`src/hw/rtl/convex_hull_graham_scan_macros.svh`:
```
// Assertion macros used by the convex hull top level.
`ifndef CONVEX_HULL_GRAHAM_SCAN_MACROS_SVH
`define CONVEX_HULL_GRAHAM_SCAN_MACROS_SVH
`ifndef ASSERT_OFF
`define CVX_ASSERT(lbl, prop, msg) \
  lbl: assert property (@(posedge clk) disable iff (rst) prop) else $error(msg);
`define CVX_ASSERT_ALWAYS(lbl, prop, msg) \
  lbl: assert property (@(posedge clk) prop) else $error(msg);
`else
`define CVX_ASSERT(lbl, prop, msg)
`define CVX_ASSERT_ALWAYS(lbl, prop, msg)
`endif
`endif

```
`src/hw/rtl/cvx_ram.sv`:
```
// Generic single-write, single-read RAM with registered read data.
module cvx_ram #(
  parameter int WIDTH = 8,
  parameter int DEPTH = 16
) (
  input  logic                     clk,
  input  logic                     we,
  input  logic [$clog2(DEPTH)-1:0] waddr,
  input  logic [WIDTH-1:0]         wdata,
  input  logic [$clog2(DEPTH)-1:0] raddr,
  output logic [WIDTH-1:0]         rdata
);
  logic [WIDTH-1:0] mem [DEPTH];

  always_ff @(posedge clk) begin
    if (we) begin
      mem[waddr] <= wdata;
    end
    rdata <= mem[raddr];
  end
endmodule

```
`config.mk`:
```
export PLATFORM = sky130hd
export DESIGN_NAME = cvx_ram
export DESIGN_NICKNAME = d
export VERILOG_FILES = /design/src/hw/rtl/convex_hull_graham_scan_macros.svh /design/src/hw/rtl/cvx_ram.sv
export SDC_FILE = /design/constraint.sdc
export NUM_CORES = 1
export LEC_CHECK = 0
export ABC_CLOCK_PERIOD_IN_PS = 2540
export BUFFER_PORTS_ARGS = -buffer_cell sky130_fd_sc_hd__buf_2
export CAP_MARGIN = 25
export CELL_PAD_IN_SITES_DETAIL_PLACEMENT = 1
export CELL_PAD_IN_SITES_GLOBAL_PLACEMENT = 1
export CORE_ASPECT_RATIO = 1.2
export CORE_UTILIZATION = 53
export CTS_CLUSTER_SIZE = 16
export DETAILED_ROUTE_END_ITERATION = 10
export GPL_TIMING_DRIVEN = 0
export PLACE_DENSITY = 0.82
export SYNTH_ARGS = -nofsm -noshare
export SYNTH_HDL_FRONTEND = slang
export SYNTH_SLANG_ARGS = --single-unit
```
`constraint.sdc`:
```
create_clock -name clk -period 2.54 [get_ports clk]
set_input_delay 0.381 -clock clk [delete_from_list [all_inputs] [get_ports clk]]
set_output_delay 0.381 -clock clk [all_outputs]
set_load 0.01 [all_outputs]
```
Word-level counts from Yosys, hierarchy flattened
Memories as Yosys holds them, arrays and structs flattened. A register that Yosys moved wholly into a read port is not among the register bits.
Cells that the tools add are included.
{ "totals": {"reg_bits": 0, "latch_bits": 0, "ram_bits": 128, "mem_bits_ro": 0, "in_bits": 18, "output_inout_bits": 8, "elab_cells": 3, "memories": 1} }
{ "classes": {"add_sub_neg": 0, "multipliers": 0, "n_div": 0, "order_cmp": 0, "n_eq_ne": 0, "shift": 0, "n_mux": 2, "n_bitwise": 0, "reduce_logical": 0} }
{ "memory_table": {"columns": ["name", "depth", "width", "rd", "rd_clocked_by_memory_dff", "write_ports", "line", "text"], "rows": [
  ["mem", 16, 8, 1, 1, 1, "cvx_ram.sv:13", "logic [WIDTH-1:0] mem [DEPTH];"]
]} }
{ "ops": {"columns": ["cell", "count"], "rows": [
  ["$mux W1", 2]
]} }

Longest topological paths before layout
Gate-level depths: netlist of run 1.
{ "depth": {"depth_word": 2, "ltp_mapped": 5, "depth_no_buf": 3} }

Worst setup path after synthesis of run 1
Ideal clock, no wire load.
{ "synth_path": {"kind": "input port to flip-flop", "startpoint": "input waddr[2]", "endpoint": "memory mem[0][0], enable pin", "setup_ns": 0.383, "t_arrival_ns": 1.491, "required_ns": 2.157, "setup_slack_ns": 0.666, "cell_stages": 2, "path_buffers": 0, "path_cell_list": "or3b_2 -> nor3_1"} }
{ "synth_rtl": {"columns": ["item", "line", "text"], "rows": [
  ["start: declaration", "cvx_ram.sv:8", "input logic [$clog2(DEPTH)-1:0] waddr,"],
  ["end: declaration", "cvx_ram.sv:13", null]
]} }
Straight into the memory's write port.

Final worst setup path of run 1
{ "layout_path": {"startpoint": "input waddr[2]", "endpoint": "memory mem[2][1], enable pin"} }
Straight into the memory's write port.

==> impl_metrics.env, run 1 <==
export IMPL_reg2reg_from="mem[15][0]$_DFFE_PP_"
export IMPL_setup_slack_ns=0.836
export IMPL_crit_required_ns=2.57
export IMPL_fin_crit_ns=1.70
export IMPL_hp_start="wdata[6]"
export IMPL_post_route_cells_drive_above_1_share_pct=30.4
export IMPL_final_cells=412
export IMPL_cp_startpoint="waddr[2]"
export IMPL_synthCells=229
export IMPL_start_util_pct=54.4
export IMPL_crit_slowest_cell="nor2_1"
export IMPL_powerDensity_mw_per_mm2=882
export IMPL_multi_input_comb_area_sq_mm=0.00106
export IMPL_diodes=0
export IMPL_rsz0062_at_grt="false"
export IMPL_yosys_warnings=0
export IMPL_path_delay_family="simple AND/OR/NAND/NOR gates"
export IMPL_place_hpwl_mm=6.83
export IMPL_path_max_fanout=8
export IMPL_fin_skew_ns=0.00760
export IMPL_internal_power_uw=4310
export IMPL_cts_path_max_buffers=2
export IMPL_routabilityCongestion=0.731
export IMPL_ctsRootBufferMaster="clkbuf_16"
export IMPL_end_kind="flip-flop"
export IMPL_fin_setup_tns_ns=0
export IMPL_synth_fp_nets=247
export IMPL_rows=39
export IMPL_drt_pre_antenna_iters=5
export IMPL_maxSlewViolCount=0
export IMPL_clock_fmax_ghz=0.587
export IMPL_core_area_sq_mm=0.00947
export IMPL_syn_avg_cell_area_sq_um=22.5
export IMPL_combPwrFrac_pct=4.7
export IMPL_timing_final_crit_share_pct=67.1
export IMPL_seq_power_share_pct=47.1
export IMPL_die_area_sq_mm=0.0101
export IMPL_drt_total_wl_mm=11.5
export IMPL_synthToLayoutAreaGrowth_pct=18.1
export IMPL_cts_setup_buffers=0
export IMPL_viasPerCell=6.06
export IMPL_pre_cts_slack_ns=0.386
export IMPL_ys_ff_latch=136
export IMPL_ys_seq_area_share_pct=77.8
export IMPL_status="complete, no violations"
export IMPL_max_cap_viol_count=0
export IMPL_grt_pass1_wl_mm=16.8
export IMPL_dpl_cell_area_sq_mm=0.00545
export IMPL_drc=0
export IMPL_hold_viol_final=0
export IMPL_clock_power_share_pct=48.2
export IMPL_netlist_area_sq_mm=0.00515
export IMPL_path_cells="buf_2 > or3b_2 > nor2_1"
export IMPL_hold_slack_ns=0.371
export IMPL_setup_viol=0
export IMPL_p_leak_uw=0.00208
export IMPL_numPortBuffers=24
export IMPL_grt_ovfl_total=0
export IMPL_drtAntennaViolNets=0
export IMPL_hold_class="in -> reg"
export IMPL_cts_max_level=4
export IMPL_cts_made_buffers=17
export IMPL_grt_pass1_vias=2608
export IMPL_peakVddDrop_uv=542
export IMPL_vias=2498
export IMPL_clkTransAtPathRegs_ns=0.06
export IMPL_worst_setup_path_type="in -> reg"
export IMPL_critPathMaxStageDelay_ns=0.71
export IMPL_io_pins=26
export IMPL_dp_cells=380
export IMPL_ctsResizeCount=0
export IMPL_cts_tree="done"
export IMPL_clkLatencyLatePin_ns=0.41
export IMPL_postCtsHoldBufs=0
export IMPL_wl_per_cell_um=27.8
export IMPL_grt_max_degree=17
export IMPL_ys_types=19
export IMPL_worst_path_buf_inv=1
export IMPL_grt_total_usage_pct=25.0
export IMPL_maxSlewHeadroom_pct=40.1
export IMPL_p_switching_uw=1050
export IMPL_antenna_found_initial=0
export IMPL_cts_sinks=136
export IMPL_die_w_um=92.0
export IMPL_seqCellArea_sq_mm=0.00400
export IMPL_nets=294
export IMPL_swShare_pct=19.7
export IMPL_critPathArrivalTime_ns=1.74
export IMPL_stdcell_area_sq_mm=0.00608
export IMPL_drtIter0Drc=236
export IMPL_die_h_um=110
export IMPL_cp_start_kind="input port"
export IMPL_n_fill_cell=773
export IMPL_worst_pin_slew_ns=0.896
-- flip-flops by register name (all words and copies together), names as in the netlist --
name / cells
mem: 128
rdata: 8
-- power by group through the flow --
stage	combinational (uW)	sequential [uW]	clock, uW
after floorplan	127	2570	0
after global placement	235	2560	0
after detailed placement	247	2570	0
after CTS	255	2530	2590
after global routing	270	2530	2680
final	253	2520	2580
-- final timing paths --
check	to	slack, ns	cells past startpoint
setup / recovery	mem[2][1]$_DFFE_PP_	0.84	3
hold / removal	mem[13][6]$_DFFE_PP_	0.37	1
setup reg to reg	rdata[0]$_DFF_P_	1.02	3
hold reg to reg	rdata[1]$_DFF_P_	0.70	3
-- cell usage after synthesis --
master | instances | area share [%]
edfxtp_1 | 128 | 75
mux4_2 | 18 | 7.9
a22oi_1 | 16 | 2.3
mux4_1 | 14 | 7.1
nor2_1 | 13 | 0.95
nand2_1 | 9 | 0.66
dfxtp_1 | 8 | 3.1
nor3_1 | 4 | 0.39
buf_2 | 3 | 0.29
buf_6 | 3 | 0.66
clkdlybuf4s25_2 | 3 | 0.58
nand2b_1 | 2 | 0.24
nand3b_1 | 2 | 0.29
and2_1 | 1 | 0.12
and2b_1 | 1 | 0.15
buf_4 | 1 | 0.15
nand3_1 | 1 | 0.097
nor2b_1 | 1 | 0.12
or3b_2 | 1 | 0.17
-- area by class of cell --
type	instances	area share (%)
clock inverters	8	1.89
plain buffers	10	1.42
clock buffers	24	8.42
well taps	123	2.53
flip-flops and latches	136	65.9
multi-input cells	83	17.4
repair buffers	28	2.47
-- through the flow --
step | util, % | total power (uW)
global route | 64.2 | 5480
finish | 64.2 | 5360
floorplan | - | 2700
detailed placement | 57.6 | 2820
global placement | 57.3 | 2800
CTS | 64.2 | 5380
-- metal layers --
layer	global-route usage [%]	vias to the layer above	wire length [um]
met5	0	-	0
met4	9.49	0	229
met3	7.12	16	577
met2	41.2	106	5980
met1	31.8	1308	4680
li1	-	1068	-
-- cells by family (layout without fill, tap and decap cells) --
kind of cell	after synthesis	count (layout)	synth area share [%]
AOI/OAI and AO/OA	16	16	2.33
buffers and inverters	10	70	1.68
DFF	136	136	77.8
muxes	32	32	15.0
and+or+nand+nor	35	35	3.18
-- cells in the final DEF (no fill, tap or decap), types with 5 or more instances in the layout --
cell type  instances
clkbuf_8           6
nor2_1            13
clkbuf_16         17
a22oi_1           16
dfxtp_1            8
buf_2             27
edfxtp_1         128
mux4_2            18
buf_4              5
mux4_1            14
nand2_1            9
clkinv_2           5
(Power assumes the default switching activity.)
==> inputs of run 2 (changes only) <==
--- a/config.mk
+++ b/config.mk
@@ -5,17 +5,18 @@
 export SDC_FILE = /design/constraint.sdc
 export NUM_CORES = 1
 export LEC_CHECK = 0
-export ABC_CLOCK_PERIOD_IN_PS = 2540
+export ABC_AREA = 1
+export ABC_CLOCK_PERIOD_IN_PS = 1450
 export BUFFER_PORTS_ARGS = -buffer_cell sky130_fd_sc_hd__buf_2
 export CAP_MARGIN = 25
 export CELL_PAD_IN_SITES_DETAIL_PLACEMENT = 1
 export CELL_PAD_IN_SITES_GLOBAL_PLACEMENT = 1
 export CORE_ASPECT_RATIO = 1.2
-export CORE_UTILIZATION = 53
+export CORE_UTILIZATION = 44
 export CTS_CLUSTER_SIZE = 16
 export DETAILED_ROUTE_END_ITERATION = 10
 export GPL_TIMING_DRIVEN = 0
-export PLACE_DENSITY = 0.82
+export PLACE_DENSITY = 0.79
 export SYNTH_ARGS = -nofsm -noshare
 export SYNTH_HDL_FRONTEND = slang
 export SYNTH_SLANG_ARGS = --single-unit
==> constraint.sdc (replaced) <==
create_clock -name clk -period 1.45 [get_ports clk]
set_input_delay 0.2175 -clock clk [delete_from_list [all_inputs] [get_ports clk]]
set_output_delay 0.2175 -clock clk [all_outputs]
set_load 0.01 [all_outputs]
==> run 2 against run 1 <==
Against the previous run:
- synthesized area rose by 12%
- total power is 66% higher
- combinational power rose by 140%
- critical path type unchanged
- largest power group is now registers
==> impl_metrics.env, run 2 <==
export IMPL_status="complete, no violations"
export IMPL_hold_class="in -> reg"
export IMPL_ys_top_cells_by_count="nand2_1, edfxtp_1, inv_1"
export IMPL_postCtsHoldBufs=0
export IMPL_final_common_cell="nand2_1"
export IMPL_viasPerCell=5.26
export IMPL_place_hpwl_mm=10.4
export IMPL_yosys_warnings=0
export IMPL_multi_input_comb_area_sq_mm=0.00121
export IMPL_max_cap_viol_count=0
export IMPL_fin_total_pwr_uw=8920
export IMPL_ctsRootBufferMaster="clkbuf_16"
export IMPL_n_fill_cell=1445
export IMPL_cts_path_max_buffers=2
export IMPL_largest_reg_flops=128
export IMPL_final_cells=770
export IMPL_synthFlopType="edfxtp_1"
export IMPL_wl_per_cell_um=20.8
export IMPL_synth_most_common_cell="nand2_1"
export IMPL_drtIter0Drc=302
export IMPL_die_h_um=127
export IMPL_top_regs="mem x128, rdata x8"
export IMPL_cp_startpoint="waddr[3]"
export IMPL_post_route_util_pct=52.0
export IMPL_yosys_area_top_type_share_pct=66.7
export IMPL_timing_final_crit_share_pct=90.8
export IMPL_synth_async_sr_flop_share_pct=0
export IMPL_rows=45
export IMPL_die_area_sq_mm=0.0136
export IMPL_netlist_area_sq_mm=0.00577
export IMPL_grt_max_degree=17
export IMPL_cp_start_kind="input port"
export IMPL_crit_reg2reg_capture="rdata[2]$_DFF_P_"
export IMPL_path_cells="buf_2 > nand3b_1 > nor2_1"
export IMPL_post_route_cells_drive_above_1_share_pct=12.0
export IMPL_path_delay_family="simple AND/OR/NAND/NOR gates"
export IMPL_end_kind="flip-flop"
export IMPL_routabilityCongestion=0.861
export IMPL_peakVddDrop_uv=681
export IMPL_fin_setup_tns_ns=0
export IMPL_setup_viol=0
export IMPL_critPathArrivalTime_ns=1.36
export IMPL_crit_slowest_cell="nor2_1"
export IMPL_fin_crit_ns=1.32
export IMPL_synthCells=551
export IMPL_maxSlewHeadroom_pct=36.1
export IMPL_ys_ff_latch=136
export IMPL_drtAntennaViolNets=0
export IMPL_maxSlewViolCount=0
export IMPL_fin_skew_ns=0.00687
export IMPL_worst_setup_path_type="in -> reg"
export IMPL_crit_required_ns=1.49
export IMPL_vias=4053
export IMPL_cts_sinks=136
export IMPL_cts_max_level=4
export IMPL_core_area_sq_mm=0.0127
export IMPL_hold_path_depth=4
export IMPL_ys_types=12
export IMPL_powerDensity_mw_per_mm2=1350
export IMPL_cts_setup_buffers=0
export IMPL_grt_total_usage_pct=25.3
export IMPL_antenna_found_initial=0
export IMPL_cts_made_buffers=17
export IMPL_die_w_um=107
export IMPL_critPathMaxStageDelay_ns=0.76
export IMPL_pre_cts_slack_ns=-0.306
export IMPL_ys_seq_area_share_pct=69.4
export IMPL_path_max_fanout=8
export IMPL_final_cell_mix="nand2_1, edfxtp_1, inv_1"
export IMPL_clkTransAtPathRegs_ns=0.06
export IMPL_p_leak_uw=0.00287
export IMPL_dp_cells=737
export IMPL_drc=0
export IMPL_reg2reg_from="mem[3][2]$_DFFE_PP_"
export IMPL_nets=611
export IMPL_syn_avg_cell_area_sq_um=10.5
export IMPL_synth_edf_count=128
export IMPL_hold_viol_final=0
export IMPL_drt_total_wl_mm=16.0
export IMPL_r2r_cells=6
export IMPL_worst_pin_slew_ns=0.955
export IMPL_io_pins=26
export IMPL_grt_ovfl_total=0
export IMPL_seqCellArea_sq_mm=0.00400
export IMPL_diodes=0
export IMPL_cts_tree="done"
export IMPL_setup_slack_ns=0.134
export IMPL_reg2reg_slack_ns=0.35
export IMPL_cp_depth=3
export IMPL_top_register="mem"
export IMPL_grt_pass1_wl_mm=24.4
export IMPL_ctsResizeCount=0
export IMPL_drt_pre_antenna_iters=5
export IMPL_worst_path_buf_inv=1
export IMPL_yosysTopAreaCell="edfxtp_1"
export IMPL_synthToLayoutAreaGrowth_pct=14.6
export IMPL_synthTopCellsByArea="edfxtp_1, nand2_1, nand3_1, inv_1, dfxtp_1"
export IMPL_clkLatencyLatePin_ns=0.42
export IMPL_grt_pass1_vias=4334
export IMPL_rsz0062_at_grt="false"
export IMPL_synth_fp_nets=569
export IMPL_numPortBuffers=22
export IMPL_start_util_pct=45.3
export IMPL_crit_path_end="mem[7][0]$_DFFE_PP_"
export IMPL_clock_fmax_ghz=0.760
## run 2: cell types whose count changed after synthesis, moves of 4 or more
cell	change
nand3_1	+96
a22oi_1	-16
mux4_2	-18
nor3_1	-4
nand2_1	+164
inv_1	+100
mux4_1	-14
buf_2	+10
nor2_1	+4
## run 2: worst min-delay path by stage
stage	start	endpoint	slack [ns]
6_report	raddr[2]	rdata[3]$_DFF_P_	0.22
5_1_grt	wdata[6]	mem[2][6]$_DFFE_PP_	0.23
4_1_cts	raddr[2]	rdata[3]$_DFF_P_	0.22
3_5_place_dp	rdata[6]$_DFF_P_	rdata[6]	0.61
3_3_place_gp	rdata[5]$_DFF_P_	rdata[5]	0.61
2_1_floorplan	wdata[0]	mem[0][0]$_DFFE_PP_	0.32
## run 2: kinds of logic after synthesis
kind of cell | after synthesis | synth area share [%]
buffers and inverters | 126 | 9.52
flip-flops | 136 | 69.4
AND/OR/NAND/NOR | 289 | 21.0
## run 2: power by group
group	switching (uW)	internal (uW)
registers	24.2	4400
clock network	1580	2310
logic	436	169
total	2040	6880
## run 2: stage by stage
stage | hold slack, ns | instance area [sq um]
after floorplan | 0.316 | 5770
after global placement | 0.611 | 6080
after detailed placement | 0.614 | 6080
after CTS | 0.217 | 6600
after global routing | 0.228 | 6610
final | 0.222 | 6610
## run 2: worst register-to-register path, stage by stage, from the launching register on
cell      delay, ns
edfxtp_1       0.40
inv_1          0.09
nand2_1        0.05
nand3_1        0.10
nand3_1        0.09
nand3_1        0.16
nand2_1        0.09
## run 2: layout make-up
cell class / instances / share of cell area [%]
buffer: 24 / 2.52
clock buffer: 20 / 6.60
clock inverter: 12 / 1.29
inverter: 102 / 5.79
multi-input combinational: 289 / 18.4
sequential: 136 / 60.6
tap: 164 / 3.10
timing repair buffer: 23 / 1.78
## run 2: layer usage
metal | GRT usage, % | wire (um) | up-vias
li1 | - | - | 1858
met1 | 31.2 | 6630 | 1988
met2 | 43.0 | 7940 | 161
met3 | 4.44 | 853 | 46
met4 | 12.7 | 586 | 0
met5 | 0 | 0 | -
